--- src/rtl/odrm_pkg.sv ---
// ----------------------------------------------------------------------------
// odrm_pkg
// Shared types, constants and tables for the ordered dither pixel core.
// ----------------------------------------------------------------------------
package odrm_pkg;

    localparam int FRAME_SIZE  = 240;
    localparam int MASK_CENTER = 120;

    localparam logic [9:0] GAIN_MIN   = 10'd102;
    localparam logic [9:0] GAIN_MAX   = 10'd768;
    localparam logic [9:0] GAIN_RESET = 10'd358;
    localparam logic [2:0] BSIZE_MIN   = 3'd1;
    localparam logic [2:0] BSIZE_MAX   = 3'd6;
    localparam logic [2:0] BSIZE_RESET = 3'd1;
    localparam logic [6:0] RADIUS_MIN   = 7'd48;
    localparam logic [6:0] RADIUS_MAX   = 7'd119;
    localparam logic [6:0] RADIUS_RESET = 7'd115;

    // full coverage level of the adjusted density
    localparam logic [6:0] DENSITY_FULL = 7'd64;

    // register indexes on the configuration port
    localparam logic [1:0] CFG_CONTRAST_GAIN = 2'd0;
    localparam logic [1:0] CFG_BLOCK_SIZE    = 2'd1;
    localparam logic [1:0] CFG_MASK_RADIUS   = 2'd2;

    // reciprocals for the snap quotients (exact for 8-bit values)
    localparam logic [7:0] RECIP_3 = 8'd171;
    localparam logic [7:0] RECIP_5 = 8'd205;

    // 8x8 bayer thresholds, indexed by {row[2:0], col[2:0]}
    localparam logic [5:0] BAYER_TAB [0:63] = '{
        6'd0,  6'd48, 6'd12, 6'd60, 6'd3,  6'd51, 6'd15, 6'd63,
        6'd32, 6'd16, 6'd44, 6'd28, 6'd35, 6'd19, 6'd47, 6'd31,
        6'd8,  6'd56, 6'd4,  6'd52, 6'd11, 6'd59, 6'd7,  6'd55,
        6'd40, 6'd24, 6'd36, 6'd20, 6'd43, 6'd27, 6'd39, 6'd23,
        6'd2,  6'd50, 6'd14, 6'd62, 6'd1,  6'd49, 6'd13, 6'd61,
        6'd34, 6'd18, 6'd46, 6'd30, 6'd33, 6'd17, 6'd45, 6'd29,
        6'd10, 6'd58, 6'd6,  6'd54, 6'd9,  6'd57, 6'd5,  6'd53,
        6'd42, 6'd26, 6'd38, 6'd22, 6'd41, 6'd25, 6'd37, 6'd21
    };

    // effective (clamped) configuration seen by the datapath
    typedef struct packed {
        logic [9:0] gain;
        logic [2:0] bsize;
        logic [6:0] radius;
    } cfg_t;

endpackage

--- src/rtl/odrm_snap.sv ---
// ----------------------------------------------------------------------------
// odrm_snap
// Snaps the pixel coordinates to the block grid and looks up the bayer
// threshold of the snapped point.
// ----------------------------------------------------------------------------
module odrm_snap (
    input  logic              clk,
    input  logic              en,
    input  odrm_pkg::cfg_t    cfg,
    input  logic [7:0]        pixel_x,
    input  logic [7:0]        pixel_y,
    output logic [7:0]        block_x,
    output logic [7:0]        block_y,
    output logic [5:0]        threshold
);

    logic [7:0]  qx_next;
    logic [7:0]  qy_next;
    logic [7:0]  qx_reg;
    logic [7:0]  qy_reg;
    logic [7:0]  bx_next;
    logic [7:0]  by_next;
    logic [7:0]  bx_reg;
    logic [7:0]  by_reg;
    logic [7:0]  bx3_reg;
    logic [7:0]  by3_reg;
    logic [5:0]  thr_reg;
    logic [10:0] mx;
    logic [10:0] my;

    function automatic logic [7:0] snap_quot(input logic [7:0] v, input logic [2:0] bs);
        logic [15:0] p3;
        logic [15:0] p5;
        logic [7:0]  q;
        p3 = 16'(v) * 16'(odrm_pkg::RECIP_3);
        p5 = 16'(v) * 16'(odrm_pkg::RECIP_5);
        case (bs)
            3'd2:    q = v >> 1;
            3'd3:    q = {1'b0, p3[15:9]};
            3'd4:    q = v >> 2;
            3'd5:    q = {2'b00, p5[15:10]};
            3'd6:    q = {2'b00, p3[15:10]};
            default: q = v;
        endcase
        return q;
    endfunction

    // stage 1: quotient by the block size
    always_comb
    begin
        qx_next = snap_quot(pixel_x, cfg.bsize);
        qy_next = snap_quot(pixel_y, cfg.bsize);
    end

    // stage 2: back to pixel units
    always_comb
    begin
        mx      = 11'(qx_reg) * 11'(cfg.bsize);
        my      = 11'(qy_reg) * 11'(cfg.bsize);
        bx_next = mx[7:0];
        by_next = my[7:0];
    end

    always_ff @(posedge clk)
    begin
        if (en)
        begin
            qx_reg  <= qx_next;
            qy_reg  <= qy_next;
            bx_reg  <= bx_next;
            by_reg  <= by_next;
            bx3_reg <= bx_reg;
            by3_reg <= by_reg;
            // stage 3: threshold of the snapped point
            thr_reg <= odrm_pkg::BAYER_TAB[{by_reg[2:0], bx_reg[2:0]}];
        end
    end

    assign block_x   = bx3_reg;
    assign block_y   = by3_reg;
    assign threshold = thr_reg;

endmodule

--- src/rtl/odrm_mask.sv ---
// ----------------------------------------------------------------------------
// odrm_mask
// Frame bounds and round mask test, three register stages.
// ----------------------------------------------------------------------------
module odrm_mask (
    input  logic              clk,
    input  logic              en,
    input  odrm_pkg::cfg_t    cfg,
    input  logic [7:0]        pixel_x,
    input  logic [7:0]        pixel_y,
    output logic              in_view
);

    logic signed [8:0] dx_next;
    logic signed [8:0] dy_next;
    logic        [7:0] ax_reg;
    logic        [7:0] ay_reg;
    logic              frame1_reg;
    logic              frame2_reg;
    logic       [15:0] sx_reg;
    logic       [15:0] sy_reg;
    logic       [13:0] r2_reg;
    logic       [16:0] dist_next;
    logic              view_reg;
    logic              frame_next;
    logic       [13:0] r2_full;

    // stage 1: offsets from the mask center as magnitudes
    always_comb
    begin
        dx_next    = $signed({1'b0, pixel_x}) - 9'sd120;
        dy_next    = $signed({1'b0, pixel_y}) - 9'sd120;
        frame_next = ({1'b0, pixel_x} < 9'(odrm_pkg::FRAME_SIZE)) &&
                     ({1'b0, pixel_y} < 9'(odrm_pkg::FRAME_SIZE));
        r2_full    = 14'(cfg.radius) * 14'(cfg.radius);
    end

    // stage 3 sum
    assign dist_next = 17'(sx_reg) + 17'(sy_reg);

    always_ff @(posedge clk)
    begin
        if (en)
        begin
            ax_reg     <= dx_next[8] ? 8'(-dx_next) : dx_next[7:0];
            ay_reg     <= dy_next[8] ? 8'(-dy_next) : dy_next[7:0];
            frame1_reg <= frame_next;
            // stage 2: squares
            sx_reg     <= 16'(ax_reg) * 16'(ax_reg);
            sy_reg     <= 16'(ay_reg) * 16'(ay_reg);
            r2_reg     <= r2_full;
            frame2_reg <= frame1_reg;
            // stage 3: compare against the radius
            view_reg   <= frame2_reg && (dist_next <= 17'(r2_reg));
        end
    end

    assign in_view = view_reg;

endmodule

--- src/rtl/odrm_contrast.sv ---
// ----------------------------------------------------------------------------
// odrm_contrast
// Contrast gain about 32 in Q8, floor and clamp to 0..64.
// ----------------------------------------------------------------------------
module odrm_contrast (
    input  logic              clk,
    input  logic              en,
    input  odrm_pkg::cfg_t    cfg,
    input  logic signed [8:0] density,
    output logic [6:0]        adj_density
);

    logic signed [9:0]  dm_next;
    logic signed [9:0]  dm_reg;
    logic signed [20:0] prod_reg;
    logic signed [20:0] v_next;
    logic        [12:0] q_next;
    logic        [6:0]  adj_next;
    logic        [6:0]  adj_reg;

    // stage 1: remove the pivot
    assign dm_next = 10'(density) - 10'sd32;

    // stage 3: re-add the pivot, floor and clamp
    always_comb
    begin
        v_next = prod_reg + 21'sd8192;
        q_next = v_next[20:8];
        if (v_next[20])
        begin
            adj_next = 7'd0;
        end
        else if (q_next > 13'(odrm_pkg::DENSITY_FULL))
        begin
            adj_next = odrm_pkg::DENSITY_FULL;
        end
        else
        begin
            adj_next = q_next[6:0];
        end
    end

    always_ff @(posedge clk)
    begin
        if (en)
        begin
            dm_reg   <= dm_next;
            // stage 2: gain multiply
            prod_reg <= 21'(dm_reg) * $signed({11'd0, cfg.gain});
            adj_reg  <= adj_next;
        end
    end

    assign adj_density = adj_reg;

endmodule

--- src/rtl/ordered_dither_round_mask_pixel_core.sv ---
// ----------------------------------------------------------------------------
// ordered_dither_round_mask_pixel_core
// Ordered dither decision per pixel with a round display mask.
// ----------------------------------------------------------------------------
// One pixel per clock enters and one result per clock leaves while the
// output is not stalled; each pixel passes three compute stages and the
// output register. The whole pipeline holds while the output transfer is
// stalled. Configuration registers are plain writes and should change only
// while the pipeline is empty; out-of-range values are clamped before use.
module ordered_dither_round_mask_pixel_core (
    input  logic        clk,
    input  logic        rst_n,
    input  logic        cfg_we,
    input  logic [1:0]  cfg_addr,
    input  logic [9:0]  cfg_wdata,
    input  logic        s_axis_tvalid,
    output logic        s_axis_tready,
    // pixel_x[7:0], pixel_y[15:8], density[24:16], pixel_color[32:25], zero pad
    input  logic [39:0] s_axis_tdata,
    output logic        m_axis_tvalid,
    input  logic        m_axis_tready,
    // lit[0], in_view[1], block_x[9:2], block_y[17:10], out_color[25:18], zero pad
    output logic [31:0] m_axis_tdata
);

    logic [9:0]  gain_reg;
    logic [2:0]  bsize_reg;
    logic [6:0]  radius_reg;
    odrm_pkg::cfg_t cfg;

    logic        adv;
    logic [2:0]  valid_reg;
    logic        out_valid_reg;
    logic [7:0]  color1_reg;
    logic [7:0]  color2_reg;
    logic [7:0]  color3_reg;

    logic [7:0]  pixel_x;
    logic [7:0]  pixel_y;
    logic [8:0]  density;
    logic [7:0]  pixel_color;

    logic [7:0]  block_x;
    logic [7:0]  block_y;
    logic [5:0]  threshold;
    logic        in_view;
    logic [6:0]  adj_density;
    logic        lit_next;

    logic        lit_reg;
    logic        in_view_reg;
    logic [7:0]  block_x_reg;
    logic [7:0]  block_y_reg;
    logic [7:0]  color_reg;

    assign pixel_x     = s_axis_tdata[7:0];
    assign pixel_y     = s_axis_tdata[15:8];
    assign density     = s_axis_tdata[24:16];
    assign pixel_color = s_axis_tdata[32:25];

    always_ff @(posedge clk or negedge rst_n)
    begin
        if (!rst_n)
        begin
            gain_reg   <= odrm_pkg::GAIN_RESET;
            bsize_reg  <= odrm_pkg::BSIZE_RESET;
            radius_reg <= odrm_pkg::RADIUS_RESET;
        end
        else if (cfg_we)
        begin
            case (cfg_addr)
                odrm_pkg::CFG_CONTRAST_GAIN: gain_reg   <= cfg_wdata;
                odrm_pkg::CFG_BLOCK_SIZE:    bsize_reg  <= cfg_wdata[2:0];
                odrm_pkg::CFG_MASK_RADIUS:   radius_reg <= cfg_wdata[6:0];
                default:                     ;
            endcase
        end
    end

    // clamp to the legal ranges
    always_comb
    begin
        cfg.gain   = (gain_reg < odrm_pkg::GAIN_MIN) ? odrm_pkg::GAIN_MIN :
                     (gain_reg > odrm_pkg::GAIN_MAX) ? odrm_pkg::GAIN_MAX : gain_reg;
        cfg.bsize  = (bsize_reg < odrm_pkg::BSIZE_MIN) ? odrm_pkg::BSIZE_MIN :
                     (bsize_reg > odrm_pkg::BSIZE_MAX) ? odrm_pkg::BSIZE_MAX : bsize_reg;
        cfg.radius = (radius_reg < odrm_pkg::RADIUS_MIN) ? odrm_pkg::RADIUS_MIN :
                     (radius_reg > odrm_pkg::RADIUS_MAX) ? odrm_pkg::RADIUS_MAX : radius_reg;
    end

    // whole pipe moves when the output register is free or being taken
    assign adv           = !out_valid_reg || m_axis_tready;
    assign s_axis_tready = adv;

    always_ff @(posedge clk or negedge rst_n)
    begin
        if (!rst_n)
        begin
            valid_reg     <= 3'b000;
            out_valid_reg <= 1'b0;
        end
        else if (adv)
        begin
            valid_reg     <= {valid_reg[1:0], s_axis_tvalid};
            out_valid_reg <= valid_reg[2];
        end
    end

    odrm_snap u_snap (
        .clk       (clk),
        .en        (adv),
        .cfg       (cfg),
        .pixel_x   (pixel_x),
        .pixel_y   (pixel_y),
        .block_x   (block_x),
        .block_y   (block_y),
        .threshold (threshold)
    );

    odrm_mask u_mask (
        .clk     (clk),
        .en      (adv),
        .cfg     (cfg),
        .pixel_x (pixel_x),
        .pixel_y (pixel_y),
        .in_view (in_view)
    );

    odrm_contrast u_contrast (
        .clk         (clk),
        .en          (adv),
        .cfg         (cfg),
        .density     (density),
        .adj_density (adj_density)
    );

    // in view, full coverage always lights; otherwise beat the threshold (zero never does)
    assign lit_next = in_view && ((adj_density >= odrm_pkg::DENSITY_FULL) ||
                                  (adj_density > 7'(threshold)));

    always_ff @(posedge clk)
    begin
        if (adv)
        begin
            color1_reg  <= pixel_color;
            color2_reg  <= color1_reg;
            color3_reg  <= color2_reg;
            lit_reg     <= lit_next;
            in_view_reg <= in_view;
            block_x_reg <= block_x;
            block_y_reg <= block_y;
            color_reg   <= color3_reg;
        end
    end

    assign m_axis_tvalid = out_valid_reg;
    assign m_axis_tdata  = {6'd0, color_reg, block_y_reg, block_x_reg, in_view_reg, lit_reg};

endmodule

--- config.mk ---
export PLATFORM = sky130hd
export DESIGN_NAME = ordered_dither_round_mask_pixel_core
export DESIGN_NICKNAME = d
export VERILOG_FILES = /design/src/rtl/odrm_pkg.sv /design/src/rtl/odrm_snap.sv /design/src/rtl/odrm_mask.sv /design/src/rtl/odrm_contrast.sv /design/src/rtl/ordered_dither_round_mask_pixel_core.sv
export SDC_FILE = /design/constraint.sdc
export NUM_CORES = 1
export LEC_CHECK = 0
export BUFFER_PORTS_ARGS = -buffer_cell sky130_fd_sc_hd__buf_2
export CAP_MARGIN = 20
export CORE_MARGIN = 2
export CORE_UTILIZATION = 45
export DETAILED_ROUTE_END_ITERATION = 10
export PLACE_DENSITY = 0.59
export SYNTH_ARGS = -nofsm -noshare
export SYNTH_HDL_FRONTEND = slang
export SYNTH_HIERARCHICAL = 1
export SYNTH_SLANG_ARGS = --single-unit
--- constraint.sdc ---
create_clock -name clk -period 12.9 [get_ports clk]
set_input_delay 0.645 -clock clk [delete_from_list [all_inputs] [get_ports clk]]
set_output_delay 0.645 -clock clk [all_outputs]
set_load 0.01 [all_outputs]
==> results.txt, run 1 <==
----------------------------------------------------
[Setup path]
  Cell with the largest stage delay on the worst path ... sky130_fd_sc_hd__dfstp_2
  CP delay by family, top ... adder cells
  Maximum cell stage delay along the critical path ... 0.76 ns
  Max Fanout on Critical Path ... 17
  Kind of launch point of the worst setup path ... flip-flop
  Most frequent CP cell ... sky130_fd_sc_hd__fa_1
  Worst path buffer plus inverter count ... 1
  Endpoint kind of the worst setup timing path ... flip-flop
  Arrival time of data at the critical path endpoint ... 6.77 ns
  Cell Chain, Critical Path ... nor2_1 -> o311a_1 -> nor2_1 -> nand2_1 -> fa_1 -> fa_1 -> fa_1 -> fa_1 -> inv_1 -> fa_1 -> ha_1 -> a21oi_1 -> o21ai_0 -> a21oi_1 -> a21boi_2 -> nor3b_1 -> a2111oi_2
  Worst EP required ... 13.19 ns
  Class of the most critical setup path ... reg -> reg

[Timing]
  Final Critical Period ... 6.48 ns
  Worst Max-Slew Pin Slew ... 0.941 ns
  Number of max-slew violations in the final report ... 0
  Tcrit/Tclk final ... 50.3%
  Setup-failing EPs final ... 0
  Final Hold Fails ... 0
  Unrepaired setup endpoints after global routing ... false
  Setup TNS Final ... 0 ns
  Layout Skew ... 0.0258 ns
  Max Fclk ... 154 MHz
  Final setup slack of the worst path ... 6.42 ns
  Worst relative slew slack ... 37.0%

[Logic synthesis]
  Multiplexer share of the synthesized area ... 1.40%
  Xor and xnor fraction of the mapped netlist area ... 4.50%
  Commonest cells in the netlist ... 378 x sky130_fd_sc_hd__inv_1, 355 x sky130_fd_sc_hd__ha_1, 193 x sky130_fd_sc_hd__edfxtp_1
  Most instantiated flip-flop cell in the synthesis netlist ... sky130_fd_sc_hd__edfxtp_1
  Synth unique cells ... 95
  Ys Warns ... 6
  Total standard cell area after synthesis ... 23000 um^2
  Synthesized-area fraction occupied by adder cells ... 35.3%
  Most repeated cell in the gate-level netlist after synthesis ... sky130_fd_sc_hd__inv_1
  Largest family of logic cells by synthesized area ... adder cells
  Sequential share of the synthesized area ... 27.9%
  Number of standard cells after synthesis ... 2273
  Cell type with the highest aggregate area in the netlist ... sky130_fd_sc_hd__edfxtp_1
  Top-area cell type share of the netlist area ... 25.2%
  Number of enable-type register cells in the synthesized netlist ... 193
  Largest cells by area after synthesis ... sky130_fd_sc_hd__edfxtp_1 25%, sky130_fd_sc_hd__ha_1 19%, sky130_fd_sc_hd__fa_1 16%, sky130_fd_sc_hd__inv_1 6.2%, sky130_fd_sc_hd__and2_1 3.2%
  Synthesized-area fraction occupied by and/or/nand/nor cells ... 12.9%
  Number of storage elements in the synthesis netlist ... 217
  Area fraction in compound gates after synthesis ... 10.4%
  Fraction of synthesis flops using an asynchronous set or reset pin ... 11.1%
  Synthesized area divided by synthesized cell count ... 10.1 um^2

[Clock tree]
  Number of gates resized after cts ... 0
  Worst skew pair latency ... 0.56 ns
  Number of CTS-inserted buffers ... 25
  CTS Hold Buffers Added ... 0
  Register clock-pin slew on the reported worst setup and hold paths ... 0.06 ns
  Buffers inserted during post-CTS setup optimization ... 0
  Bufs on Longest Clock Path ... 3
  H-tree depth ... 1
  Clock sink total ... 217
  Clock tree from TritonCTS ... yes
  CTS root buf ... sky130_fd_sc_hd__clkbuf_16

[Global route]
  Vias in the first global route ... 15950
  Pin count of the biggest net entering global routing ... 77
  First-pass GRT wire length ... 77900 um
  All-layer global routing usage ... 17.8%
  Total congestion overflow ... 0
  Number of antenna violations at the first check in global routing ... 0

[Die]
  Die Height ... 230 um
  Row cnt ... 82
  Floorplan die area ... 52800 um^2
  Effective utilization at floorplan ... 45.7%
  Ports placed on the boundary ... 91
  Floorplan die width ... 230 um
  Core Region ... 50300 um^2

[Final layout]
  Filler instances ... 4683
  Number of nets in the final layout ... 2924
  Fraction of final layout cells sized beyond drive strength 1 ... 8.22%
  Antenna cells ... 0
  Final Non-Filler Cells ... 3020
  Area Growth Syn to Fin ... 7.94%
  Multi-input logic area ... 14800 um^2
  Final design instance area without fill ... 24800 um^2
  Register Area ... 6410 um^2

[Drt]
  Ratio of routed vias to standard cells ... 5.21
  Antenna Nets Post-Route ... 0
  Number of remaining DRC errors ... 0
  Total Wirelength ... 45800 um
  Number of detailed-routing iterations run before antenna repair ... 5
  Drt wl/cell ... 15.2 um
  Number of violations reported at the end of detailed-routing iteration 0 ... 841
  Vias after detailed routing ... 15723

[Place]
  Placed wire-length estimate after detailed placement ... 36200 um
  Worst slack at placement ... 6.47 ns
  Post-Place Cells ... 2974
  Total of buffers placed on input and output ports ... 77
  Dpl cell area ... 24000 um^2
  Routability-driven placement congestion ratio ... 0.880

[Worst hold path]
  Hold WC Path Type ... in -> async

[Run status]
  Status ... complete, no violations

[Flow run]
  Max capacitance violation total ... 0

----------------------------------------------------
path summary, 6_finish.rpt:
path / cells past startpoint / slack, ns / startpoint / end
setup / recovery: 17 / 6.42 / gain_reg[8] / u_contrast/prod_reg[17]
hold / removal: 1 / 0.07 / rst_n / m_axis_tvalid
setup reg to reg: 17 / 6.42 / gain_reg[8] / u_contrast/prod_reg[17]
hold reg to reg: 0 / 0.42 / color3_reg[2] / color_reg[2]
max in group asynchronous: 1 / 12.44 / rst_n / bsize_reg[0]
min in group clk: 1 / 0.26 / s_axis_tdata[18] / u_contrast/dm_reg[2]
kinds of logic after synthesis:
kind of cell / count (synthesis)
AO/OA/AOI/OAI: 351
XOR/XNOR: 118
adder cells (fa/ha/maj): 538
buffers and inverters: 440
flip-flops: 217
multiplexers: 28
other: 2
AND/OR/NAND/NOR: 579
metal layers:
metal | wire length (um) | up-vias | GRT usage (%)
li1 | - | 7814 | -
met1 | 21700 | 7615 | 24.6
met2 | 21700 | 238 | 30.4
met3 | 1440 | 56 | 1.66
met4 | 992 | 0 | 4.21
met5 | 0 | - | 0
per-stage QoR:
stage | hold slack, ns | util [%]
after global placement | 0.401 | 47.7
after CTS | 0.0621 | 49.3
after detailed placement | 0.405 | 47.7
after floorplan | 0.349 | -
after global routing | 0.0940 | 49.3
final | 0.0684 | 49.3
cells in the final DEF (no fill, tap or decap), types with 69 or more instances in the layout:
| cell | instances |
|---|---|
| sky130_fd_sc_hd__a21oi_1 | 94 |
| sky130_fd_sc_hd__nand2_1 | 174 |
| sky130_fd_sc_hd__ha_1 | 355 |
| sky130_fd_sc_hd__inv_1 | 378 |
| sky130_fd_sc_hd__and2_1 | 117 |
| sky130_fd_sc_hd__fa_1 | 183 |
| sky130_fd_sc_hd__nor2_1 | 89 |
| sky130_fd_sc_hd__xnor2_1 | 69 |
| sky130_fd_sc_hd__edfxtp_1 | 193 |
| sky130_fd_sc_hd__buf_2 | 77 |
layout make-up:
cell class	count	share of cell area, %
clock buffers	28	2.57
clock inverters	18	0.722
inverters	378	5.73
multi-input cells	1622	59.9
flip-flops and latches	217	25.9
well taps	672	3.39
repair buffers	85	1.80
Power of run 1 is left out: the tool's default activity adds up to more than one toggle a clock period on the data nets, which glitch-free logic cannot reach.
==> inputs of run 2 (changes only) <==
--- a/config.mk
+++ b/config.mk
@@ -5,6 +5,7 @@
 export SDC_FILE = /design/constraint.sdc
 export NUM_CORES = 1
 export LEC_CHECK = 0
+export ABC_AREA = 1
 export BUFFER_PORTS_ARGS = -buffer_cell sky130_fd_sc_hd__buf_2
 export CAP_MARGIN = 20
 export CORE_MARGIN = 2
==> constraint.sdc (replaced) <==
create_clock -name clk -period 6.5 [get_ports clk]
set_input_delay 0.325 -clock clk [delete_from_list [all_inputs] [get_ports clk]]
set_output_delay 0.325 -clock clk [all_outputs]
set_load 0.01 [all_outputs]
==> run 2 against run 1 <==
Net effect:
- count of clock-buffer cells in the layout increased by 3
- synthesized cell count increased by 26%
- critical path depth increased by 2
- highest routed layer unchanged
- design area increased by 4.4%
- die area increased by 4.1%
==> results.txt, run 2 <==
----------------------------------------------------
[Run status]
  Status ... complete, no violations

[Logic synthesis]
  Number of storage elements in the synthesis netlist ... 217 (unchanged)
  Commonest cells in the netlist ... 669 x sky130_fd_sc_hd__nand2_1, 662 x sky130_fd_sc_hd__inv_1, 355 x sky130_fd_sc_hd__ha_1
  Top-area cell type share of the netlist area ... 24.2% (-1.0 points)
  Number of standard cells after synthesis ... 2860 (+26%)
  Area fraction in compound gates after synthesis ... 4.88% (-5.5 points)
  Synthesized area divided by synthesized cell count ... 8.37 um^2 (-17%)
  Number of enable-type register cells in the synthesized netlist ... 193 (unchanged)
  Xor and xnor fraction of the mapped netlist area ... 4.32% (-0.18 points)
  Synth unique cells ... 54 (-43%)
  Ys Warns ... 6 (unchanged)
  Fraction of synthesis flops using an asynchronous set or reset pin ... 11.1% (unchanged)
  Synthesized-area fraction occupied by and/or/nand/nor cells ... 18.2% (+5.3 points)
  Synthesized-area fraction occupied by adder cells ... 33.9% (-1.4 points)
  Most instantiated flip-flop cell in the synthesis netlist ... sky130_fd_sc_hd__edfxtp_1
  Total standard cell area after synthesis ... 23900 um^2 (+4.2%)
  Largest family of logic cells by synthesized area ... adder cells
  Sequential share of the synthesized area ... 26.8% (-1.1 points)
  Cell type with the highest aggregate area in the netlist ... sky130_fd_sc_hd__edfxtp_1
  Multiplexer share of the synthesized area ... 0.0418% (-1.4 points)
  Most repeated cell in the gate-level netlist after synthesis ... sky130_fd_sc_hd__nand2_1
  Largest cells by area after synthesis ... sky130_fd_sc_hd__edfxtp_1 24%, sky130_fd_sc_hd__ha_1 19%, sky130_fd_sc_hd__fa_1 15%, sky130_fd_sc_hd__nand2_1 10%, sky130_fd_sc_hd__inv_1 10%

[Drt]
  Vias after detailed routing ... 17624 (+12%)
  Total Wirelength ... 49800 um (+8.7%)
  Top layer used by detailed routing ... met4
  Metal3 WL ... 2230 um (+55%)
  Met2 wirelength from detailed routing ... 23200 um (+6.7%)
  Number of violations reported at the end of detailed-routing iteration 0 ... 852 (+1.3%)
  Drt wl/cell ... 13.7 um (-9.6%)
  Ratio of routed vias to standard cells ... 4.85 (-6.8%)
  Number of detailed-routing iterations run before antenna repair ... 10 (+5)
  Antenna Nets Post-Route ... 0 (unchanged)
  Wire length on met1 ... 23200 um (+6.7%)
  Number of remaining DRC errors ... 0 (unchanged)

[Final layout]
  Area Growth Syn to Fin ... 8.12%
  Antenna cells ... 0 (unchanged)
  Most frequent standard cell in the layout excluding fill and tap cells ... sky130_fd_sc_hd__nand2_1
  Most used cells in the layout excluding fill and tap cells ... 668 x sky130_fd_sc_hd__nand2_1, 662 x sky130_fd_sc_hd__inv_1, 355 x sky130_fd_sc_hd__ha_1, 193 x sky130_fd_sc_hd__edfxtp_1, 183 x sky130_fd_sc_hd__fa_1
  Number of nets in the final layout ... 3523 (+20%)
  Final design instance area without fill ... 25900 um^2 (+4.4%)
  Filler instances ... 5140 (+9.8%)
  Fraction of final layout cells sized beyond drive strength 1 ... 6.21% (-2.0 points)

[Clock tree]
  Bufs on Longest Clock Path ... 3 (unchanged)
  CTS root buf ... sky130_fd_sc_hd__clkbuf_16
  Clock tree from TritonCTS ... yes
  Worst skew pair latency ... 0.54 ns (-0.02 ns)
  Clock sink total ... 217 (unchanged)
  H-tree depth ... 1 (unchanged)
  CTS Hold Buffers Added ... 15 (+15)
  Number of CTS-inserted buffers ... 25 (unchanged)
  Buffers inserted during post-CTS setup optimization ... 0 (unchanged)
  Register clock-pin slew on the reported worst setup and hold paths ... 0.06 ns (about the same)
  Number of gates resized after cts ... 0 (unchanged)

[Setup path]
  FF-to-FF Start ... gain_reg[9]
  Launching element of the worst setup path ... gain_reg[9]
  Worst R2R Path Depth ... 19 (+2)
  Kind of launch point of the worst setup path ... flip-flop
  Worst path buffer plus inverter count ... 3 (+2)
  Arrival time of data at the critical path endpoint ... 6.00 ns (-0.77 ns)
  Class of the most critical setup path ... reg -> reg
  Register-to-register path setup slack ... 0.77 ns (-5.65 ns)
  Endpoint kind of the worst setup timing path ... flip-flop
  Most frequent CP cell ... sky130_fd_sc_hd__fa_1
  Worst reg2reg endpoint ... u_contrast/prod_reg[20]
  Cell Chain, Critical Path ... nor3_1 -> nand2_2 -> inv_1 -> nor2_1 -> buf_4 -> or2_2 -> fa_1 -> fa_1 -> fa_1 -> fa_1 -> inv_1 -> fa_1 -> ha_1 -> a21o_1 -> a21oi_1 -> nand2_1 -> nand2_1 -> nand3_1 -> xor2_1
  Maximum cell stage delay along the critical path ... 0.55 ns (-0.21 ns)
  Max Fanout on Critical Path ... 13 (-4)
  Worst EP required ... 6.77 ns (-6.42 ns)
  Cell with the largest stage delay on the worst path ... sky130_fd_sc_hd__dfrtp_1
  CP delay by family, top ... adder cells

[Timing]
  Number of max-slew violations in the final report ... 0 (unchanged)
  Setup-failing EPs final ... 0 (unchanged)
  Final Hold Fails ... 0 (unchanged)
  Tcrit/Tclk final ... 88.2% (+38 points)
  Final Critical Period ... 5.73 ns (-0.753 ns)
  Unrepaired setup endpoints after global routing ... false
  Worst relative slew slack ... 27.9% (-9.2 points)
  Layout Skew ... 0.0231 ns (-0.00268 ns)
  Max Fclk ... 174 MHz (+13%)
  Setup TNS Final ... 0 ns (unchanged)
  Worst Max-Slew Pin Slew ... 1.08 ns (+0.141 ns)

[Global route]
  All-layer global routing usage ... 18.6% (+0.81 points)
  Vias in the first global route ... 17704 (+11%)
  First-pass GRT wire length ... 83600 um (+7.3%)
  Total congestion overflow ... 0 (unchanged)
  Pin count of the biggest net entering global routing ... 83 (+7.8%)
  Number of antenna violations at the first check in global routing ... 1 (+1)

[Worst hold path]
  Number of instances on the worst hold path ... 3
  Critical hold path startpoint ... cfg_wdata[8]
  Worst Hold Path EP ... gain_reg[8]
  Hold WC Path Type ... in -> reg

[Place]
  Routability-driven placement congestion ratio ... 0.898 (+2.0%)
  Total of buffers placed on input and output ports ... 77 (unchanged)
  Dpl cell area ... 24900 um^2 (+4.1%)
  Placed wire-length estimate after detailed placement ... 40500 um (+12%)

[Die]
  Ports placed on the boundary ... 91 (unchanged)
  Effective utilization at floorplan ... 45.5% (-0.13 points)
  Core Region ... 52600 um^2 (+4.5%)
  Row cnt ... 84 (+2.4%)
  Die Height ... 235 um (+2.1%)
  Floorplan die width ... 235 um (+2.1%)
  Floorplan die area ... 55000 um^2 (+4.1%)

[Flow run]
  Max capacitance violation total ... 0 (unchanged)

----------------------------------------------------
## run 2: cell count changes in the layout (fill, tap and decap cells not counted), moves of 26 or more
cell and delta:
sky130_fd_sc_hd__nand3_1 +81, sky130_fd_sc_hd__nand2_1 +494, sky130_fd_sc_hd__and2_1 -115, sky130_fd_sc_hd__inv_1 +284, sky130_fd_sc_hd__nand2b_1 -28, sky130_fd_sc_hd__nor2_1 +73, sky130_fd_sc_hd__xor2_1 +26, sky130_fd_sc_hd__xnor2_1 -26
## run 2: cell families (layout without fill, tap and decap cells)
logic type | count (synthesis) | in the layout
and+or+nand+nor | 1042 | 1042
buffers and inverters | 737 | 816
adders and majority gates | 538 | 538
DFF | 217 | 217
AOI/OAI and AO/OA | 205 | 205
xor gates and xnor gates | 118 | 118
other | 2 | 8
muxes | 1 | 1
## run 2: how the worst max path moves through the flow
| stage | slack (ns) | depth (start not counted) | to |
|---|---|---|---|
| 4_1_cts | 0.73 | 19 | u_contrast/prod_reg[20] |
| 3_3_place_gp | 0.81 | 19 | u_contrast/prod_reg[20] |
| 6_report | 0.77 | 19 | u_contrast/prod_reg[20] |
| 2_1_floorplan | 1.23 | 1 | block_x_reg[0] |
| 5_1_grt | 0.44 | 20 | u_contrast/prod_reg[18] |
| 3_5_place_dp | 0.77 | 19 | u_contrast/prod_reg[20] |
## run 2: final cells by class
type	count	area, um^2	share of cell area (%)
Clock buffer	31	648	2.51
Inverter	670	2510	9.72
Tap cell	688	861	3.33
Multi-Input combinational cell	1912	14700	56.8
Sequential cell	217	6410	24.8
Clock inverter	13	126	0.489
Timing Repair Buffer	102	611	2.36
## run 2: metal layers
metal / global-route usage (%) / up-vias
li1: - / 9012
met1: 25.1 / 8221
met2: 31.7 / 323
met3: 2.06 / 68
met4: 5.40 / 0
met5: 0 / -
## run 2: tightest hold or removal path: stages
cell,delay (ns)
sky130_fd_sc_hd__buf_2,0.09
sky130_fd_sc_hd__inv_1,0.08
sky130_fd_sc_hd__o21ai_0,0.10
## run 2: metrics by stage
stage	hold slack (ns)	util [%]	setup slack, ns	cells
after floorplan	0.0294	-	1.23	2866
after global placement	0.329	47.5	0.813	3574
after detailed placement	0.336	47.5	0.774	3574
after CTS	0.0698	49.2	0.728	3633
after global routing	0.0767	49.2	0.436	3633
final	0.0656	49.2	0.768	3633
Power of run 2 is left out for the same reason.
==> inputs of run 3 (changes only) <==
--- a/config.mk
+++ b/config.mk
@@ -5,7 +5,7 @@
 export SDC_FILE = /design/constraint.sdc
 export NUM_CORES = 1
 export LEC_CHECK = 0
-export ABC_AREA = 1
+export ABC_AREA = 0
 export BUFFER_PORTS_ARGS = -buffer_cell sky130_fd_sc_hd__buf_2
 export CAP_MARGIN = 20
 export CORE_MARGIN = 2
==> run 3 against run 2 <==
Net effect:
- global-route usage decreased by 0.37 points
- critical endpoint is now u_contrast/prod_reg[17]
- via count shrank 9.4%
- first-iteration DRC count shrank 5.9%
- flip-flop and latch count stayed put
==> results.txt, run 3 (same netlist as run 1, synthesis figures left out) <==
----------------------------------------------------
[Timing]
  Final setup slack of the worst path ... 0.411 ns (-0.357 ns)
  Setup-failing EPs final ... 0 (unchanged)
  Setup TNS Final ... 0 ns (unchanged)
  Final Hold Fails ... 0 (unchanged)
  Final Critical Period ... 6.09 ns (+0.357 ns)
  Worst relative slew slack ... 39.2% (+11 points)
  Worst Max-Slew Pin Slew ... 0.909 ns (-0.173 ns)
  Layout Skew ... 0.0390 ns (+0.0159 ns)
  Number of max-slew violations in the final report ... 0 (unchanged)
  Unrepaired setup endpoints after global routing ... false
  Tcrit/Tclk final ... 93.7% (+5.5 points)
  Max Fclk ... 164 MHz (-5.9%)

[Place]
  Total of buffers placed on input and output ports ... 77 (unchanged)
  Dpl cell area ... 24000 um^2 (-3.8%)
  Worst slack at placement ... 0.483 ns (-0.291 ns)
  Placed wire-length estimate after detailed placement ... 36900 um (-8.9%)
  Routability-driven placement congestion ratio ... 0.874 (-2.7%)

[Drt]
  Number of violations reported at the end of detailed-routing iteration 0 ... 802 (-5.9%)
  Number of detailed-routing iterations run before antenna repair ... 5 (-5)
  Number of remaining DRC errors ... 0 (unchanged)
  Metal3 WL ... 1720 um (-23%)
  Top layer used by detailed routing ... met4
  Vias after detailed routing ... 15968 (-9.4%)
  Total Wirelength ... 46900 um (-5.8%)
  Ratio of routed vias to standard cells ... 5.24 (+8.1%)
  Wire length on met1 ... 21700 um (-6.3%)
  Drt wl/cell ... 15.4 um (+12%)
  Met2 wirelength from detailed routing ... 22600 um (-2.4%)
  Antenna Nets Post-Route ... 0 (unchanged)

[Clock tree]
  CTS root buf ... sky130_fd_sc_hd__clkbuf_16
  Clock tree from TritonCTS ... yes
  Number of gates resized after cts ... 0 (unchanged)
  H-tree depth ... 1 (unchanged)
  CTS Hold Buffers Added ... 21 (+6)
  Buffers inserted during post-CTS setup optimization ... 0 (unchanged)
  Register clock-pin slew on the reported worst setup and hold paths ... 0.06 ns (about the same)
  Clock sink total ... 217 (unchanged)
  Worst skew pair latency ... 0.56 ns (+0.02 ns)
  Number of CTS-inserted buffers ... 26 (+4.0%)
  Bufs on Longest Clock Path ... 3 (unchanged)

[Setup path]
  Max Fanout on Critical Path ... 16 (+3)
  Worst EP required ... 6.79 ns (+0.02 ns)
  Most frequent CP cell ... sky130_fd_sc_hd__fa_1
  Cell Chain, Critical Path ... inv_1 -> o311a_1 -> or2_1 -> nand2_1 -> fa_1 -> fa_1 -> fa_1 -> fa_1 -> inv_1 -> fa_1 -> ha_1 -> a21oi_1 -> o21ai_0 -> a21oi_1 -> a21boi_2 -> nor3b_1 -> a2111oi_2
  Endpoint kind of the worst setup timing path ... flip-flop
  Arrival time of data at the critical path endpoint ... 6.38 ns (+0.38 ns)
  CP delay by family, top ... adder cells
  Kind of launch point of the worst setup path ... flip-flop
  Cell with the largest stage delay on the worst path ... sky130_fd_sc_hd__dfrtp_1
  Class of the most critical setup path ... reg -> reg
  Worst path buffer plus inverter count ... 2 (-1)
  Maximum cell stage delay along the critical path ... 0.58 ns (+0.03 ns)

[Final layout]
  Multi-input logic area ... 14800 um^2 (+1.0%)
  Most frequent standard cell in the layout excluding fill and tap cells ... sky130_fd_sc_hd__inv_1
  Fraction of final layout cells sized beyond drive strength 1 ... 8.39% (+2.2 points)
  Antenna cells ... 0 (unchanged)
  Most used cells in the layout excluding fill and tap cells ... 378 x sky130_fd_sc_hd__inv_1, 355 x sky130_fd_sc_hd__ha_1, 193 x sky130_fd_sc_hd__edfxtp_1, 183 x sky130_fd_sc_hd__fa_1, 174 x sky130_fd_sc_hd__nand2_1
  Filler instances ... 4621 (-10%)
  Number of nets in the final layout ... 2948 (-16%)
  Register Area ... 6410 um^2 (unchanged)
  Final design instance area without fill ... 25000 um^2 (-3.2%)
  Area Growth Syn to Fin ... 9.04%
  Utilization after layout ... 49.8% (+0.56 points)

[Die]
  Ports placed on the boundary ... 91 (unchanged)
  Effective utilization at floorplan ... 45.7% (+0.13 points)
  Floorplan die width ... 230 um (-2.0%)
  Die Height ... 230 um (-2.0%)
  Core Region ... 50300 um^2 (-4.3%)
  Row cnt ... 82 (-2.4%)
  Floorplan die area ... 52800 um^2 (-4.0%)

[Worst hold path]
  Hold WC Path Type ... in -> reg

[Global route]
  Vias in the first global route ... 16503 (-6.8%)
  All-layer global routing usage ... 18.3% (-0.37 points)
  First-pass GRT wire length ... 80000 um (-4.4%)
  Total congestion overflow ... 0 (unchanged)
  Pin count of the biggest net entering global routing ... 152 (+83%)
  Number of antenna violations at the first check in global routing ... 0 (-1)

[Run status]
  Status ... complete, no violations

[Flow run]
  Max capacitance violation total ... 0 (unchanged)

----------------------------------------------------
run 3: per-layer routing:
metal  up-vias  global-route usage, %
li1       7849                      -
met1      7780                   24.4
met2       280                   31.7
met3        59                   2.03
met4         0                   4.40
met5         -                      0
run 3: worst paths after layout:
check	start	endpoint	slack [ns]	cells past startpoint
worst max-delay path	gain_reg[9]	u_contrast/prod_reg[17]	0.41	17
worst min-delay path	cfg_wdata[3]	radius_reg[3]	0.03	2
worst max register to register	gain_reg[9]	u_contrast/prod_reg[17]	0.41	17
worst min register to register	u_snap/block_x[3]	block_x_reg[3]	0.40	0
max in group asynchronous	rst_n	bsize_reg[0]	5.82	2
min in group asynchronous	rst_n	m_axis_tvalid	0.27	2
run 3: area by class of cell:
type | instances | share of cell area [%]
flip-flops and latches | 217 | 25.6
clock inverters | 20 | 0.690
repair buffers | 108 | 2.73
well taps | 672 | 3.36
multi-input cells | 1622 | 59.3
inverters | 378 | 5.67
clock buffers | 28 | 2.63
run 3: worst register-to-register path, cell delays in order (launching register included):
cell	delay, ns
sky130_fd_sc_hd__dfrtp_1	0.58
sky130_fd_sc_hd__inv_1	0.16
sky130_fd_sc_hd__o311a_1	0.25
sky130_fd_sc_hd__or2_1	0.40
sky130_fd_sc_hd__nand2_1	0.15
sky130_fd_sc_hd__fa_1	0.53
sky130_fd_sc_hd__fa_1	0.54
sky130_fd_sc_hd__fa_1	0.53
sky130_fd_sc_hd__fa_1	0.55
sky130_fd_sc_hd__inv_1	0.05
sky130_fd_sc_hd__fa_1	0.49
sky130_fd_sc_hd__ha_1	0.40
sky130_fd_sc_hd__a21oi_1	0.23
sky130_fd_sc_hd__o21ai_0	0.15
sky130_fd_sc_hd__a21oi_1	0.20
sky130_fd_sc_hd__a21boi_2	0.27
sky130_fd_sc_hd__nor3b_1	0.26
sky130_fd_sc_hd__a2111oi_2	0.09
run 3: metrics by stage:
stage | cells | hold slack [ns]
6_report | 3045 | 0.0326
5_1_grt | 3045 | 0.0185
4_1_cts | 3045 | 0.00184
3_5_place_dp | 2976 | 0.339
3_3_place_gp | 2976 | 0.341
2_1_floorplan | 2279 | 0.0294
Power of run 3 is left out for the same reason.
